===== config.mk =====
export PLATFORM = sky130hd
export DESIGN_NAME = xmodem_checksum_sender
export DESIGN_NICKNAME = d
export VERILOG_FILES = /design/src/hdl/xcs_pkg.sv /design/src/hdl/xcs_ram.sv /design/src/hdl/xcs_datapath.sv /design/src/hdl/xcs_ctrl.sv /design/src/hdl/xmodem_checksum_sender.sv
export SDC_FILE = /design/constraint.sdc
export NUM_CORES = 1
export LEC_CHECK = 0
export ABC_AREA = 1
export BUFFER_PORTS_ARGS = -buffer_cell sky130_fd_sc_hd__buf_4
export CAP_MARGIN = 15
export CORE_ASPECT_RATIO = 0.5
export CORE_MARGIN = 3
export CORE_UTILIZATION = 55
export DETAILED_ROUTE_END_ITERATION = 10
export PLACE_DENSITY = 0.71
export SLEW_MARGIN = 20
export SYNTH_ARGS = -nofsm -noshare
export SYNTH_HDL_FRONTEND = slang
export SYNTH_SLANG_ARGS = --single-unit

===== constraint.sdc =====
create_clock -name clk -period 3.05 [get_ports clk]
set_input_delay 0.61 -clock clk [delete_from_list [all_inputs] [get_ports clk]]
set_output_delay 0.61 -clock clk [all_outputs]
set_load 0.005 [all_outputs]

===== src/hdl/xcs_pkg.sv =====
// ----------------------------------------------------------------------------
// xcs_pkg
// shared codes, types and helpers of the xmodem checksum sender
// ----------------------------------------------------------------------------
package xcs_pkg;

  // default number of data bytes in one block
  localparam int BlockBytesDefault = 128;

  // transaction field widths
  localparam int CmdW    = 3;
  localparam int ByteW   = 8;
  localparam int StatusW = 3;
  localparam int AttW    = 4;

  // configuration port
  localparam int CfgIdxW  = 2;
  localparam int CfgDataW = 4;
  localparam logic [CfgIdxW-1:0] CFG_STRICT_ACK       = 2'd0;
  localparam logic [CfgIdxW-1:0] CFG_SKIP_INITIAL_NAK = 2'd1;
  localparam logic [CfgIdxW-1:0] CFG_MAX_ATTEMPTS     = 2'd2;

  // configuration reset values
  localparam logic            STRICT_ACK_RST       = 1'b1;
  localparam logic            SKIP_INITIAL_NAK_RST = 1'b0;
  localparam logic [AttW-1:0] MAX_ATTEMPTS_RST     = 4'd10;

  // commands
  localparam logic [CmdW-1:0] CMD_START  = 3'd0;
  localparam logic [CmdW-1:0] CMD_LOAD   = 3'd1;
  localparam logic [CmdW-1:0] CMD_SEND   = 3'd2;
  localparam logic [CmdW-1:0] CMD_PULL   = 3'd3;
  localparam logic [CmdW-1:0] CMD_RECV   = 3'd4;
  localparam logic [CmdW-1:0] CMD_FINISH = 3'd5;

  // link control codes
  localparam logic [ByteW-1:0] CODE_SOH = 8'h01;
  localparam logic [ByteW-1:0] CODE_EOT = 8'h04;
  localparam logic [ByteW-1:0] CODE_ACK = 8'h06;
  localparam logic [ByteW-1:0] CODE_NAK = 8'h15;
  localparam logic [ByteW-1:0] CODE_CAN = 8'h18;
  localparam logic [ByteW-1:0] BYTE_ONES = 8'hFF;

  // status codes
  localparam logic [StatusW-1:0] STAT_READY      = 3'd0;
  localparam logic [StatusW-1:0] STAT_WAIT_START = 3'd1;
  localparam logic [StatusW-1:0] STAT_SENDING    = 3'd2;
  localparam logic [StatusW-1:0] STAT_WAIT_REPLY = 3'd3;
  localparam logic [StatusW-1:0] STAT_FINISHING  = 3'd4;
  localparam logic [StatusW-1:0] STAT_DONE       = 3'd5;
  localparam logic [StatusW-1:0] STAT_CANCELLED  = 3'd6;
  localparam logic [StatusW-1:0] STAT_EXHAUSTED  = 3'd7;

  // protocol phase, one-hot
  typedef enum logic [7:0] {
    PH_READY      = 8'b0000_0001,
    PH_WAIT_START = 8'b0000_0010,
    PH_SENDING    = 8'b0000_0100,
    PH_WAIT_REPLY = 8'b0000_1000,
    PH_FINISHING  = 8'b0001_0000,
    PH_DONE       = 8'b0010_0000,
    PH_CANCELLED  = 8'b0100_0000,
    PH_EXHAUSTED  = 8'b1000_0000
  } phase_t;

  // handshake sequencer, one-hot
  typedef enum logic [1:0] {
    ST_IDLE  = 2'b01,
    ST_FETCH = 2'b10
  } ctrl_state_t;

  // source of the transmitted byte
  typedef enum logic [2:0] {
    TX_NONE = 3'd0,
    TX_SOH  = 3'd1,
    TX_NUM  = 3'd2,
    TX_INV  = 3'd3,
    TX_DATA = 3'd4,
    TX_SUM  = 3'd5,
    TX_EOT  = 3'd6
  } tx_sel_t;

  // controller to datapath
  typedef struct packed {
    logic                start;     // clear block number, positions, attempts
    logic                load_wr;   // write value into the block, advance
    logic                send;      // bump block number, first attempt
    logic                retry;     // next attempt
    logic                fp_inc;    // advance frame position
    logic                fp_clear;  // frame position back to zero
    logic                sum_clear; // restart frame checksum
    logic                rd_issue;  // read the block byte at the frame position
    logic                out_load;  // capture a result
    tx_sel_t             tx_sel;
    logic [StatusW-1:0]  status;
  } ctrl_cmd_t;

  // datapath to controller
  typedef struct packed {
    logic out_free;   // result register can take a new result
    logic fp_zero;
    logic fp_one;
    logic fp_two;
    logic fp_data;    // frame position inside the data bytes
    logic att_lt_max; // another attempt is allowed
  } dp_stat_t;

  function automatic logic [StatusW-1:0] phase_code(input phase_t ph);
    logic [StatusW-1:0] code;
    case (ph)
      PH_READY:      code = STAT_READY;
      PH_WAIT_START: code = STAT_WAIT_START;
      PH_SENDING:    code = STAT_SENDING;
      PH_WAIT_REPLY: code = STAT_WAIT_REPLY;
      PH_FINISHING:  code = STAT_FINISHING;
      PH_DONE:       code = STAT_DONE;
      PH_CANCELLED:  code = STAT_CANCELLED;
      PH_EXHAUSTED:  code = STAT_EXHAUSTED;
      default:       code = STAT_READY;
    endcase
    return code;
  endfunction

endpackage


===== src/hdl/xcs_ram.sv =====
// ----------------------------------------------------------------------------
// xcs_ram
// simple dual-port ram, one write port, one registered read port
// ----------------------------------------------------------------------------
module xcs_ram #(
  parameter int WIDTH = 8,
  parameter int DEPTH = 128
) (
  input  logic                     clk,
  input  logic                     we,
  input  logic [$clog2(DEPTH)-1:0] waddr,
  input  logic [WIDTH-1:0]         wdata,
  input  logic                     re,
  input  logic [$clog2(DEPTH)-1:0] raddr,
  output logic [WIDTH-1:0]         rdata
);

  logic [WIDTH-1:0] mem [DEPTH];

  always_ff @(posedge clk) begin
    if (we) begin
      mem[waddr] <= wdata;
    end
    if (re) begin
      rdata <= mem[raddr];
    end
  end

endmodule


===== src/hdl/xcs_datapath.sv =====
// ----------------------------------------------------------------------------
// xcs_datapath
// block store, counters, frame checksum and result register
// ----------------------------------------------------------------------------
module xcs_datapath #(
  parameter int BLOCK_BYTES = xcs_pkg::BlockBytesDefault
) (
  input  logic                             clk,
  input  logic                             rst,
  input  xcs_pkg::ctrl_cmd_t               cmd,
  output xcs_pkg::dp_stat_t                stat,
  input  logic [xcs_pkg::ByteW-1:0]        value,
  input  logic [xcs_pkg::AttW-1:0]         max_attempts,
  input  logic                             m_tready,
  output logic                             out_valid,
  output logic                             tx_valid,
  output logic [xcs_pkg::ByteW-1:0]        tx_byte,
  output logic                             frame_end,
  output logic [xcs_pkg::StatusW-1:0]      status,
  output logic [xcs_pkg::ByteW-1:0]        block_number
);

  localparam int AW      = $clog2(BLOCK_BYTES);
  localparam int FPW     = $clog2(BLOCK_BYTES + 4);
  localparam int DataEnd = BLOCK_BYTES + 3;

  logic [AW-1:0]                 load_pos;
  logic [FPW-1:0]                fp;
  logic [AW-1:0]                 fp_off;
  logic [xcs_pkg::AttW-1:0]      attempts;
  logic [xcs_pkg::ByteW-1:0]     block_count;
  logic [xcs_pkg::ByteW-1:0]     block_count_next;
  logic [xcs_pkg::ByteW-1:0]     frame_sum;
  logic [xcs_pkg::ByteW-1:0]     rd_data;

  assign fp_off = AW'(fp - FPW'(3));

  xcs_ram #(
    .WIDTH (xcs_pkg::ByteW),
    .DEPTH (BLOCK_BYTES)
  ) u_store (
    .clk   (clk),
    .we    (cmd.load_wr),
    .waddr (load_pos),
    .wdata (value),
    .re    (cmd.rd_issue),
    .raddr (fp_off),
    .rdata (rd_data)
  );

  always_comb begin
    block_count_next = block_count;
    if (cmd.start) begin
      block_count_next = '0;
    end else if (cmd.send) begin
      block_count_next = block_count + 8'd1;
    end
  end

  always_ff @(posedge clk) begin
    if (rst) begin
      block_count <= '0;
      load_pos    <= '0;
      fp          <= '0;
      attempts    <= '0;
      frame_sum   <= '0;
      out_valid   <= 1'b0;
    end else begin
      block_count <= block_count_next;

      if (cmd.start) begin
        load_pos <= '0;
      end else if (cmd.load_wr) begin
        load_pos <= (load_pos == AW'(BLOCK_BYTES - 1)) ? '0 : load_pos + AW'(1);
      end

      if (cmd.start || cmd.fp_clear || cmd.send || cmd.retry) begin
        fp <= '0;
      end else if (cmd.fp_inc) begin
        fp <= fp + FPW'(1);
      end

      if (cmd.start) begin
        attempts <= '0;
      end else if (cmd.send) begin
        attempts <= xcs_pkg::AttW'(1);
      end else if (cmd.retry) begin
        attempts <= attempts + xcs_pkg::AttW'(1);
      end

      // checksum is rebuilt from the data bytes as they leave
      if (cmd.sum_clear) begin
        frame_sum <= '0;
      end else if (cmd.out_load && cmd.tx_sel == xcs_pkg::TX_DATA) begin
        frame_sum <= frame_sum + rd_data;
      end

      if (cmd.out_load) begin
        out_valid <= 1'b1;
      end else if (m_tready) begin
        out_valid <= 1'b0;
      end
    end
  end

  // result payload
  always_ff @(posedge clk) begin
    if (cmd.out_load) begin
      status       <= cmd.status;
      block_number <= block_count_next;
      case (cmd.tx_sel)
        xcs_pkg::TX_SOH: begin
          tx_valid <= 1'b1; tx_byte <= xcs_pkg::CODE_SOH; frame_end <= 1'b0;
        end
        xcs_pkg::TX_NUM: begin
          tx_valid <= 1'b1; tx_byte <= block_count; frame_end <= 1'b0;
        end
        xcs_pkg::TX_INV: begin
          tx_valid <= 1'b1; tx_byte <= xcs_pkg::BYTE_ONES - block_count; frame_end <= 1'b0;
        end
        xcs_pkg::TX_DATA: begin
          tx_valid <= 1'b1; tx_byte <= rd_data; frame_end <= 1'b0;
        end
        xcs_pkg::TX_SUM: begin
          tx_valid <= 1'b1; tx_byte <= frame_sum; frame_end <= 1'b1;
        end
        xcs_pkg::TX_EOT: begin
          tx_valid <= 1'b1; tx_byte <= xcs_pkg::CODE_EOT; frame_end <= 1'b1;
        end
        default: begin
          tx_valid <= 1'b0; tx_byte <= '0; frame_end <= 1'b0;
        end
      endcase
    end
  end

  assign stat.out_free   = !out_valid || m_tready;
  assign stat.fp_zero    = (fp == FPW'(0));
  assign stat.fp_one     = (fp == FPW'(1));
  assign stat.fp_two     = (fp == FPW'(2));
  assign stat.fp_data    = (fp >= FPW'(3)) && (fp < FPW'(DataEnd));
  assign stat.att_lt_max = (attempts < max_attempts);

  a_load_pos_range: assert property (@(posedge clk) disable iff (rst)
    load_pos <= AW'(BLOCK_BYTES - 1))
    else $error("load position beyond block");

  a_fp_range: assert property (@(posedge clk) disable iff (rst)
    fp <= FPW'(DataEnd))
    else $error("frame position beyond checksum byte");

endmodule


===== src/hdl/xcs_ctrl.sv =====
// ----------------------------------------------------------------------------
// xcs_ctrl
// protocol phase and handshake sequencer of the xmodem sender
// ----------------------------------------------------------------------------
module xcs_ctrl (
  input  logic                          clk,
  input  logic                          rst,
  input  logic                          s_tvalid,
  output logic                          s_tready,
  input  logic [xcs_pkg::CmdW-1:0]      command,
  input  logic [xcs_pkg::ByteW-1:0]     value,
  input  logic                          strict_ack,
  input  logic                          skip_initial_nak,
  input  xcs_pkg::dp_stat_t             stat,
  output xcs_pkg::ctrl_cmd_t            cmd
);

  xcs_pkg::ctrl_state_t state, state_next;
  xcs_pkg::phase_t      phase, phase_next;
  logic                 fire;

  assign s_tready = (state == xcs_pkg::ST_IDLE) && stat.out_free;
  assign fire     = s_tvalid && s_tready;

  always_comb begin
    cmd        = '0;
    cmd.tx_sel = xcs_pkg::TX_NONE;
    phase_next = phase;
    state_next = state;

    if (state == xcs_pkg::ST_FETCH) begin
      // block ram data is here
      cmd.out_load = 1'b1;
      cmd.tx_sel   = xcs_pkg::TX_DATA;
      state_next   = xcs_pkg::ST_IDLE;
    end else if (fire) begin
      cmd.out_load = 1'b1;
      case (command)
        xcs_pkg::CMD_START: begin
          cmd.start  = 1'b1;
          phase_next = skip_initial_nak ? xcs_pkg::PH_READY : xcs_pkg::PH_WAIT_START;
        end
        xcs_pkg::CMD_LOAD: begin
          cmd.load_wr = (phase == xcs_pkg::PH_READY) || (phase == xcs_pkg::PH_WAIT_START);
        end
        xcs_pkg::CMD_SEND: begin
          if (phase == xcs_pkg::PH_READY) begin
            cmd.send   = 1'b1;
            phase_next = xcs_pkg::PH_SENDING;
          end
        end
        xcs_pkg::CMD_PULL: begin
          if (phase == xcs_pkg::PH_SENDING) begin
            if (stat.fp_zero) begin
              cmd.tx_sel    = xcs_pkg::TX_SOH;
              cmd.sum_clear = 1'b1;
              cmd.fp_inc    = 1'b1;
            end else if (stat.fp_one) begin
              cmd.tx_sel = xcs_pkg::TX_NUM;
              cmd.fp_inc = 1'b1;
            end else if (stat.fp_two) begin
              cmd.tx_sel = xcs_pkg::TX_INV;
              cmd.fp_inc = 1'b1;
            end else if (stat.fp_data) begin
              cmd.rd_issue = 1'b1;
              cmd.fp_inc   = 1'b1;
              cmd.out_load = 1'b0;
              state_next   = xcs_pkg::ST_FETCH;
            end else begin
              cmd.tx_sel   = xcs_pkg::TX_SUM;
              cmd.fp_clear = 1'b1;
              phase_next   = xcs_pkg::PH_WAIT_REPLY;
            end
          end else if (phase == xcs_pkg::PH_FINISHING && stat.fp_zero) begin
            cmd.tx_sel = xcs_pkg::TX_EOT;
            cmd.fp_inc = 1'b1;
          end
        end
        xcs_pkg::CMD_RECV: begin
          if (phase == xcs_pkg::PH_WAIT_START) begin
            if (value == xcs_pkg::CODE_NAK) begin
              phase_next = xcs_pkg::PH_READY;
            end else if (value == xcs_pkg::CODE_CAN) begin
              phase_next = xcs_pkg::PH_CANCELLED;
            end
          end else if (phase == xcs_pkg::PH_WAIT_REPLY) begin
            if (value == xcs_pkg::CODE_ACK) begin
              phase_next = xcs_pkg::PH_READY;
            end else if (value == xcs_pkg::CODE_CAN) begin
              phase_next = xcs_pkg::PH_CANCELLED;
            end else if (value == xcs_pkg::CODE_NAK) begin
              if (stat.att_lt_max) begin
                cmd.retry  = 1'b1;
                phase_next = xcs_pkg::PH_SENDING;
              end else begin
                phase_next = xcs_pkg::PH_EXHAUSTED;
              end
            end else if (!strict_ack) begin
              phase_next = xcs_pkg::PH_READY;
            end
          end else if (phase == xcs_pkg::PH_FINISHING && stat.fp_one) begin
            if (value == xcs_pkg::CODE_ACK) begin
              phase_next = xcs_pkg::PH_DONE;
            end else if (value == xcs_pkg::CODE_CAN) begin
              phase_next = xcs_pkg::PH_CANCELLED;
            end
          end
        end
        xcs_pkg::CMD_FINISH: begin
          if (phase == xcs_pkg::PH_READY) begin
            cmd.fp_clear = 1'b1;
            phase_next   = xcs_pkg::PH_FINISHING;
          end
        end
        default: begin
        end
      endcase
    end

    cmd.status = xcs_pkg::phase_code(phase_next);
  end

  always_ff @(posedge clk) begin
    if (rst) begin
      state <= xcs_pkg::ST_IDLE;
      phase <= xcs_pkg::PH_READY;
    end else begin
      state <= state_next;
      phase <= phase_next;
    end
  end

  a_fetch_one_cycle: assert property (@(posedge clk) disable iff (rst)
    (state == xcs_pkg::ST_FETCH) |=> (state == xcs_pkg::ST_IDLE))
    else $error("fetch state held longer than one cycle");

  a_fetch_delivers: assert property (@(posedge clk) disable iff (rst)
    (state == xcs_pkg::ST_FETCH) |-> (cmd.out_load && cmd.tx_sel == xcs_pkg::TX_DATA))
    else $error("fetched block byte not captured");

  a_read_only_sending: assert property (@(posedge clk) disable iff (rst)
    cmd.rd_issue |-> (phase == xcs_pkg::PH_SENDING && stat.out_free))
    else $error("block read outside a frame or with result register busy");

endmodule


===== src/hdl/xmodem_checksum_sender.sv =====
// ----------------------------------------------------------------------------
// xmodem_checksum_sender
// xmodem sender with 8-bit additive checksum and a block ram data store
// ----------------------------------------------------------------------------
//  channel   direction  handshake            payload
//  s_*       in         s_tvalid / s_tready  tuser command, tdata value
//  m_*       out        m_tvalid / m_tready  tuser tx_valid, tlast frame_end,
//                                            tdata tx_byte, status, block_number
//  cfg_*     in         cfg_we               cfg_index, cfg_data
//
//  one transaction in gives exactly one transaction out
//  most commands capture their result when accepted; a data byte pull reads the
//  block ram in the idle state and captures its registered output in the fetch state
//  rst is synchronous; the block ram is not cleared and needs no clearing pass
//  s_tready drops while the result register is full and m_tready is low, and
//  in the fetch state of a data pull
// ----------------------------------------------------------------------------
module xmodem_checksum_sender #(
  parameter int BLOCK_BYTES = xcs_pkg::BlockBytesDefault
) (
  input  logic                            clk,
  input  logic                            rst,
  // input stream
  input  logic                            s_tvalid,
  output logic                            s_tready,
  input  logic [7:0]                      s_tdata,   // [7:0] value
  input  logic [2:0]                      s_tuser,   // [2:0] command
  // result stream
  output logic                            m_tvalid,
  input  logic                            m_tready,
  output logic [23:0]                     m_tdata,   // [7:0] tx_byte, [10:8] status,
                                                     // [18:11] block_number, rest zero
  output logic [0:0]                      m_tuser,   // [0] tx_valid
  output logic                            m_tlast,   // frame_end
  // configuration
  input  logic                            cfg_we,
  input  logic [xcs_pkg::CfgIdxW-1:0]     cfg_index,
  input  logic [xcs_pkg::CfgDataW-1:0]    cfg_data
);

  xcs_pkg::ctrl_cmd_t               cmd;
  xcs_pkg::dp_stat_t                stat;

  // configuration registers
  logic                             strict_ack;
  logic                             skip_initial_nak;
  logic [xcs_pkg::AttW-1:0]         max_attempts;

  // result fields
  logic                             tx_valid;
  logic [xcs_pkg::ByteW-1:0]        tx_byte;
  logic                             frame_end;
  logic [xcs_pkg::StatusW-1:0]      status;
  logic [xcs_pkg::ByteW-1:0]        block_number;

  // register writes; an index past the last register is dropped
  always_ff @(posedge clk) begin
    if (rst) begin
      strict_ack       <= xcs_pkg::STRICT_ACK_RST;
      skip_initial_nak <= xcs_pkg::SKIP_INITIAL_NAK_RST;
      max_attempts     <= xcs_pkg::MAX_ATTEMPTS_RST;
    end else if (cfg_we) begin
      case (cfg_index)
        xcs_pkg::CFG_STRICT_ACK:       strict_ack       <= cfg_data[0];
        xcs_pkg::CFG_SKIP_INITIAL_NAK: skip_initial_nak <= cfg_data[0];
        xcs_pkg::CFG_MAX_ATTEMPTS:     max_attempts     <= cfg_data[xcs_pkg::AttW-1:0];
        default: begin
        end
      endcase
    end
  end

  // phase tracking and transaction sequencing
  xcs_ctrl u_ctrl (
    .clk              (clk),
    .rst              (rst),
    .s_tvalid         (s_tvalid),
    .s_tready         (s_tready),
    .command          (s_tuser),
    .value            (s_tdata),
    .strict_ack       (strict_ack),
    .skip_initial_nak (skip_initial_nak),
    .stat             (stat),
    .cmd              (cmd)
  );

  // block store, counters, checksum and result register
  xcs_datapath #(
    .BLOCK_BYTES (BLOCK_BYTES)
  ) u_dp (
    .clk          (clk),
    .rst          (rst),
    .cmd          (cmd),
    .stat         (stat),
    .value        (s_tdata),
    .max_attempts (max_attempts),
    .m_tready     (m_tready),
    .out_valid    (m_tvalid),
    .tx_valid     (tx_valid),
    .tx_byte      (tx_byte),
    .frame_end    (frame_end),
    .status       (status),
    .block_number (block_number)
  );

  // pack the result transaction
  assign m_tdata = {5'b0, block_number, status, tx_byte};
  assign m_tuser = tx_valid;
  assign m_tlast = frame_end;

endmodule

=== Yosys cells after proc, flatten, opt, wreduce, memory -nomap -nowiden ===
Memories as Yosys holds them, arrays and structs flattened. A register that Yosys moved wholly into a read port is not among the register bits.
Cells that the tools add are included.

* Register bits after elaboration: 73
* RAM bits: 1024
* Input port bits: 22
* Output and inout bits: 28
* Logic and storage cells: 166
* Memories kept: 1

{| class="wikitable"
|+ Memories
! name !! words !! width !! read ports !! clocked after memory_dff !! write ports !! line !! RTL
|-
| u_dp.u_store.mem || 128 || 8 || 1 || 1 || 1 || xcs_ram.sv:18 || <nowiki>logic [WIDTH-1:0] mem [DEPTH];</nowiki>
|}

* $add $sub $neg: 7
* Magnitude comparators: 3
* Eq/ne operators: 33
* Muxes and demuxes: 74
* Bitwise gates (word level): 3
* Reductions and logical operators: 28

{| class="wikitable"
|+ Operators by type and width
! operator !! count
|-
| two-way mux 8 bit || 23
|-
| case mux 8 bit (6 select lines) || 1
|-
| case mux 8 bit (5 select lines) || 1
|-
| equality test 8 x 5 -> 1 bit (second input constant) || 4
|-
| two-way mux 1 bit || 31
|-
| equality test 8 x 2 -> 1 bit (second input constant) || 3
|-
| equality test 8 x 3 -> 1 bit (second input constant) || 3
|-
| case mux 3 bit (7 select lines) || 1
|-
| two-way mux 3 bit || 6
|-
| adder 8 x 1 -> 8 bit (second input constant) || 2
|-
| equality test 8 x 1 -> 1 bit (second input constant) || 2
|-
| equality test 8 x 4 -> 1 bit (second input constant) || 2
|-
| equality test 3 bit (second input constant) || 5
|-
| equality test 3 x 2 -> 1 bit (second input constant) || 4
|-
| two-way mux 12 bit || 1
|-
| two-way mux 2 bit || 5
|-
| OR reduction 2 bit || 5
|-
| adder 8 bit || 1
|-
| equality test 8 x 6 -> 1 bit (second input constant) || 1
|-
| equality test 8 x 7 -> 1 bit (second input constant) || 1
|-
| equality test 8 bit (second input constant) || 1
|-
| >= comparator 8 x 2 -> 1 bit (second input constant) || 1
|-
| zero test 8 bit || 1
|-
| < comparator 8 bit (second input constant) || 1
|-
| other kinds (24) || 42
|}

=== Logic depth before layout (Yosys ltp) ===
* Depth after elaboration: 14
* Mapped depth: 19
* Depth with buffers taken out: 18

=== Cells and area by module ===
From an unflattened synthesis, not the netlist that was laid out.

* Cells, all modules: 4277
* Area, all modules: 47011.3 um2

{| class="wikitable"
|+ By module, submodules not included
! module !! instances !! cells each !! area each (um2) !! seq. area each (um2)
|-
| xcs_ram || 1 || 3575 || 42184.2 || 30989.7
|-
| xcs_datapath || 1 || 384 || 3069.2 || 1351.3
|-
| xcs_ctrl || 1 || 276 || 1461.4 || 200.2
|-
| xmodem_checksum_sender || 1 || 42 || 296.5 || 120.1
|}

=== Worst setup path after synthesis ===
OpenSTA, ideal clock, no wires.

* Path type: register -> register
* Start point: reg u_dp.fp[0]
* End point: reg u_dp.u_store.rdata[0] (read register of u_dp.u_store.mem), data pin
* Library setup time: 0.131 ns
* Arrival: 2.644 ns
* Required time: 2.919 ns
* Path slack: 0.275 ns
* Cell stages (with the launch flop): 18
* Path buffers: 6
* Clock period less this slack: 2.775 ns
* Path through: dfxtp_1 -> buf_4 -> buf_6 -> inv_4 -> buf_2 -> buf_2 -> ha_1 -> inv_1 -> clkbuf_1 -> clkbuf_1 -> o21ai_0 -> o22ai_1 -> o21ai_0 -> o221ai_1 -> nand3_1 -> nand2_1 -> nand2_1 -> nand2_1

* Elaborated cells between the ends (all ways): 15
* Classes of those cells: add/sub: 1; order compare: 2; eq/ne: 2; mux: 8; reduce/logical: 2

{| class="wikitable"
|+ RTL lines
! item !! line !! RTL
|-
| start, declared || xcs_datapath.sv:28 || <nowiki>logic [FPW-1:0] fp;</nowiki>
|-
| start signal, assigned || xcs_datapath.sv:80 || <nowiki>fp <= fp + FPW'(1);</nowiki>
|-
| subtractor 7 x 2 -> 7 bit || xcs_datapath.sv:36 || <nowiki>assign fp_off = AW'(fp - FPW'(3));</nowiki>
|-
| net u_dp.fp_off[0] || xcs_datapath.sv:29 || <nowiki>logic [AW-1:0] fp_off;</nowiki>
|-
| end, declared || xcs_ram.sv:15 || <nowiki>output logic [WIDTH-1:0] rdata</nowiki>
|}

The timed path passes the listed nets, and every way through them passes these cells.
A chain may end at the register's enable or synchronous reset.

=== Worst setup path in the final report ===
* Start point: reg u_dp.fp[1]
* End point: reg u_dp.u_store.rdata[4] (read register of u_dp.u_store.mem), data pin

The elaborated chain is that of the path after synthesis.

==> flow_metrics.tcl <==
set metrics [dict create \
    outcome "completed" \
    synth_seq_cells 1105 \
    grt_max_degree 163 \
    areaGrowthSynthToFinish_pct 13.96 \
    ys.flop_type "edfxtp_1" \
    gp_congestion 0.9072 \
    placed_cell_area_sq_um 48540 \
    hold_path_depth 3 \
    ant_nets 0 \
    wirelength_microns 121100 \
    io_buffers 44 \
    drc_errors 0 \
    drv_cap 0 \
    syn_area_sq_um 45420 \
    place_inst 4945 \
    drv_slew 0 \
    cp_max_fo 46 \
    leakage_nw 17.81 \
    vias_per_cell 6.198 \
    path_class "flip-flop to flip-flop" \
    yosysSeqAreaShare_pct 71.91 \
    reg2reg_from "u_dp.fp[1]$_SDFFE_PP0P_" \
    cts.htree.levels 3 \
    drtIter0Drc 4906 \
    antenna_found_initial 2 \
    cts_made_buffers 93 \
    cp_common_cell "nand2_1" \
    grt_overflow 0 \
    r2r_cells 12 \
    period_share_pct 95.99 \
    grt_pass1_wl_microns 183500 \
    hp-start "cfg_data[3]" \
    setup_viol 0 \
    stdcell_area_sq_um 51760 \
    post_synth.cell_area_avg_sq_um 12.01 \
    async_reset_ff_share_pct 0 \
    critical_path_arrival_ps 3500 \
    ir_worst_vdd_mv 0.5348 \
    drt_pass1_iterations 8 \
    slowest_stage "dfxtp_1" \
    top_level_ports 50 \
    vias 31740 \
    root_buffer "clkbuf_16" \
    cts_tree "done" \
    path_delay_family "compound AO/OA/AOI/OAI gates" \
    die_h_microns 209.2 \
    slew_headroom_pct 35.65 \
    path_cells "inv_1 > ha_4 > buf_12 > buf_12 > o21ai_0 > o22ai_2 > o21ai_0 > o221ai_1 > nand3_2 > nand2_1 > nand2_1 > nand2_1" \
    synth_edf_count 1053 \
    drt-wirelength-per-cell_microns 23.65 \
    syn_inst 3781 \
    rsz0062_at_grt "yes" \
    finalPower_mw 29.22 \
    period_minus_slack_ps 2928 \
    floorplan.rows 73 \
    fmax_ghz 0.3416 \
    r2r_end "u_dp.u_store.rdata[4]$_DFFE_PP_" \
    worst_slew_pin_slew_ps 965.3 \
    end_kind "flip-flop" \
    powerDensity_nw_per_um2 564.6 \
    drive_above_1_share_pct 12.99 \
    cts.sinks 1105 \
    grt_pass1_vias 30240 \
    startpoint_type "flip-flop" \
    hold_viol_final 0 \
    r2r_slack_ps 120 \
    clk_latency_ps 700 \
    start_util_pct 56.38 \
    cp_num_buf_inv 3 \
    synth.distinct_cells 52 \
    fin_ws_ps 122.2 \
    grt_use_total_pct 27.89 \
    die_w_microns 412.4 \
    final_util_pct 64.25 \
    fin_skew_ps 32.41 \
    required_ps 3630 \
    cts_buffer_depth 3 \
    holdPathEnd "max_attempts[3]$_SDFFE_PP1P_" \
    dieArea_sq_um 86270 \
    clk_pin_slew_worst_paths_ps 70 \
    dp_hpwl_microns 72420 \
    layoutNonFillerInstCount 5121 \
    place_ws_ps -2.882 \
    core_area_sq_um 80560 \
    worstHoldPathType "input port to flip-flop" \
    setup-tns-final_ps 0 \
    holdWs_ps 154.4 \
    final_nets 3996 \
    yosysWarnings 0 \
    critPathMaxStageDelay_ps 380 \
]
[cells in the mapped netlist, types with 2 or more instances]
library cell	count	share of area, %
a21oi_2	4	0.077
nor3_1	14	0.15
nand2_1	220	1.8
clkbuf_1	163	1.3
inv_2	9	0.074
buf_6	2	0.050
a211oi_1	5	0.083
o21ai_1	12	0.13
inv_1	110	0.91
o22ai_1	256	3.5
dfxtp_1	52	2.3
edfxtp_1	1053	70
nand3_1	80	0.88
nor3_2	5	0.11
o221ai_1	64	1.2
nand2_2	4	0.055
a21oi_1	26	0.29
or2_2	2	0.028
nor2_2	9	0.12
nor2_4	6	0.15
nor2_1	877	7.2
a31oi_1	3	0.041
o211ai_1	4	0.066
o21ai_0	654	7.2
xor2_1	11	0.21
nor3_4	2	0.072
xnor2_1	3	0.058
buf_4	9	0.15
a22oi_1	3	0.050
ha_1	17	0.47
buf_2	62	0.68
o2111ai_1	5	0.096
nand4_1	9	0.12
clkinv_1	2	0.017
nand3_2	4	0.088
nor4_1	4	0.055
[power by group]
| group | leakage, nW | internal [mW] | switching, mW |
|---|---|---|---|
| logic | 6.42 | 0.108 | 0.414 |
| registers | 9.91 | 16.6 | 0.0122 |
| clock network | 1.48 | 6.64 | 5.44 |
| total | 17.8 | 23.4 | 5.87 |
[how the worst max path moves through the flow]
stage                                        from                              end  slack, ps  depth (start not counted)
final                     u_dp.fp[1]$_SDFFE_PP0P_  u_dp.u_store.rdata[4]$_DFFE_PP_        120                         12
after global routing      u_dp.fp[1]$_SDFFE_PP0P_  u_dp.u_store.rdata[4]$_DFFE_PP_        -40                         12
after detailed placement  u_dp.fp[1]$_SDFFE_PP0P_  u_dp.u_store.rdata[5]$_DFFE_PP_         -3                         12
after floorplan           u_dp.fp[0]$_SDFFE_PP0P_  u_dp.u_store.rdata[0]$_DFFE_PP_        270                         17
after global placement    u_dp.fp[1]$_SDFFE_PP0P_  u_dp.u_store.rdata[5]$_DFFE_PP_         20                         12
after CTS                 u_dp.fp[1]$_SDFFE_PP0P_  u_dp.u_store.rdata[3]$_DFFE_PP_          7                         14
[flip-flops by register name, summed over array words and instances (netlist names)]
register and cells:
u_dp.attempts 4, u_dp.u_store.rdata 8, u_dp.out_valid 1, u_dp.block_number 8, u_dp.frame_sum 8, strict_ack 1, u_dp.block_count 8, u_ctrl.phase 8
skip_initial_nak 1, u_ctrl.state 2, u_dp.tx_valid 1, u_dp.frame_end 1, max_attempts 4, u_dp.load_pos 7, u_dp.u_store.mem 1024, u_dp.status 3
u_dp.fp 8, u_dp.tx_byte 8
[kinds of logic after synthesis]
kind of cell | Yosys count | synth area share, %
AOI/OAI and AO/OA | 1043 | 12.95
xor gates and xnor gates | 15 | 0.3058
adders and majority gates | 18 | 0.5124
buffers and inverters | 359 | 3.254
DFF | 1105 | 71.91
other | 1 | 0.008257
and+or+nand+nor | 1240 | 11.06
[worst min-delay path, stage by stage]
cell	delay, ps
buf_4	80
nand2_1	40
o211ai_1	60
[placed cells by master (no fill, tap or decap), types with 9 or more instances in the layout]
cell type,n
edfxtp_1,1053
nor2_1,876
o21ai_0,653
buf_4,279
o22ai_1,254
nand2_1,218
inv_1,108
clkbuf_16,97
nand3_1,74
o221ai_1,56
dfxtp_1,51
buf_12,28
a21oi_1,26
clkbuf_1,20
clkinv_1,19
clkinv_2,18
ha_1,16
nor3_1,14
o21ai_1,13
nand3_2,10
xor2_1,10
nor2_2,9
nand4_1,9
bufinv_16,9
[timing repair]
item                                    CTS  global route
endpoints found under the setup margin    2            19
cloned                                    0             1
setup buffers                             0             2
hold buffers                              0             0
gates resized for setup                   2            25
pin swaps                                 0             4
[metal layers]
| metal | routed length (microns) | track usage [%] | vias up |
|---|---|---|---|
| met5 | 0 | 0 | - |
| met4 | 3313 | 7.865 | 0 |
| met3 | 13890 | 6.115 | 232 |
| met2 | 55000 | 42.53 | 1929 |
| met1 | 48920 | 40.74 | 15430 |
| li1 | - | - | 14150 |
[cell type report]
type | count | area (sq um)
antenna | 1 | 2.502
clock buffer | 120 | 2532
clock inverter | 52 | 500.5
fill | 5819 | 28800
inverter | 122 | 488.0
multi-input combinational | 2321 | 11440
sequential | 1105 | 32670
tap | 1087 | 1360
timing repair buffer | 313 | 2769
(Power assumes the default switching activity.)
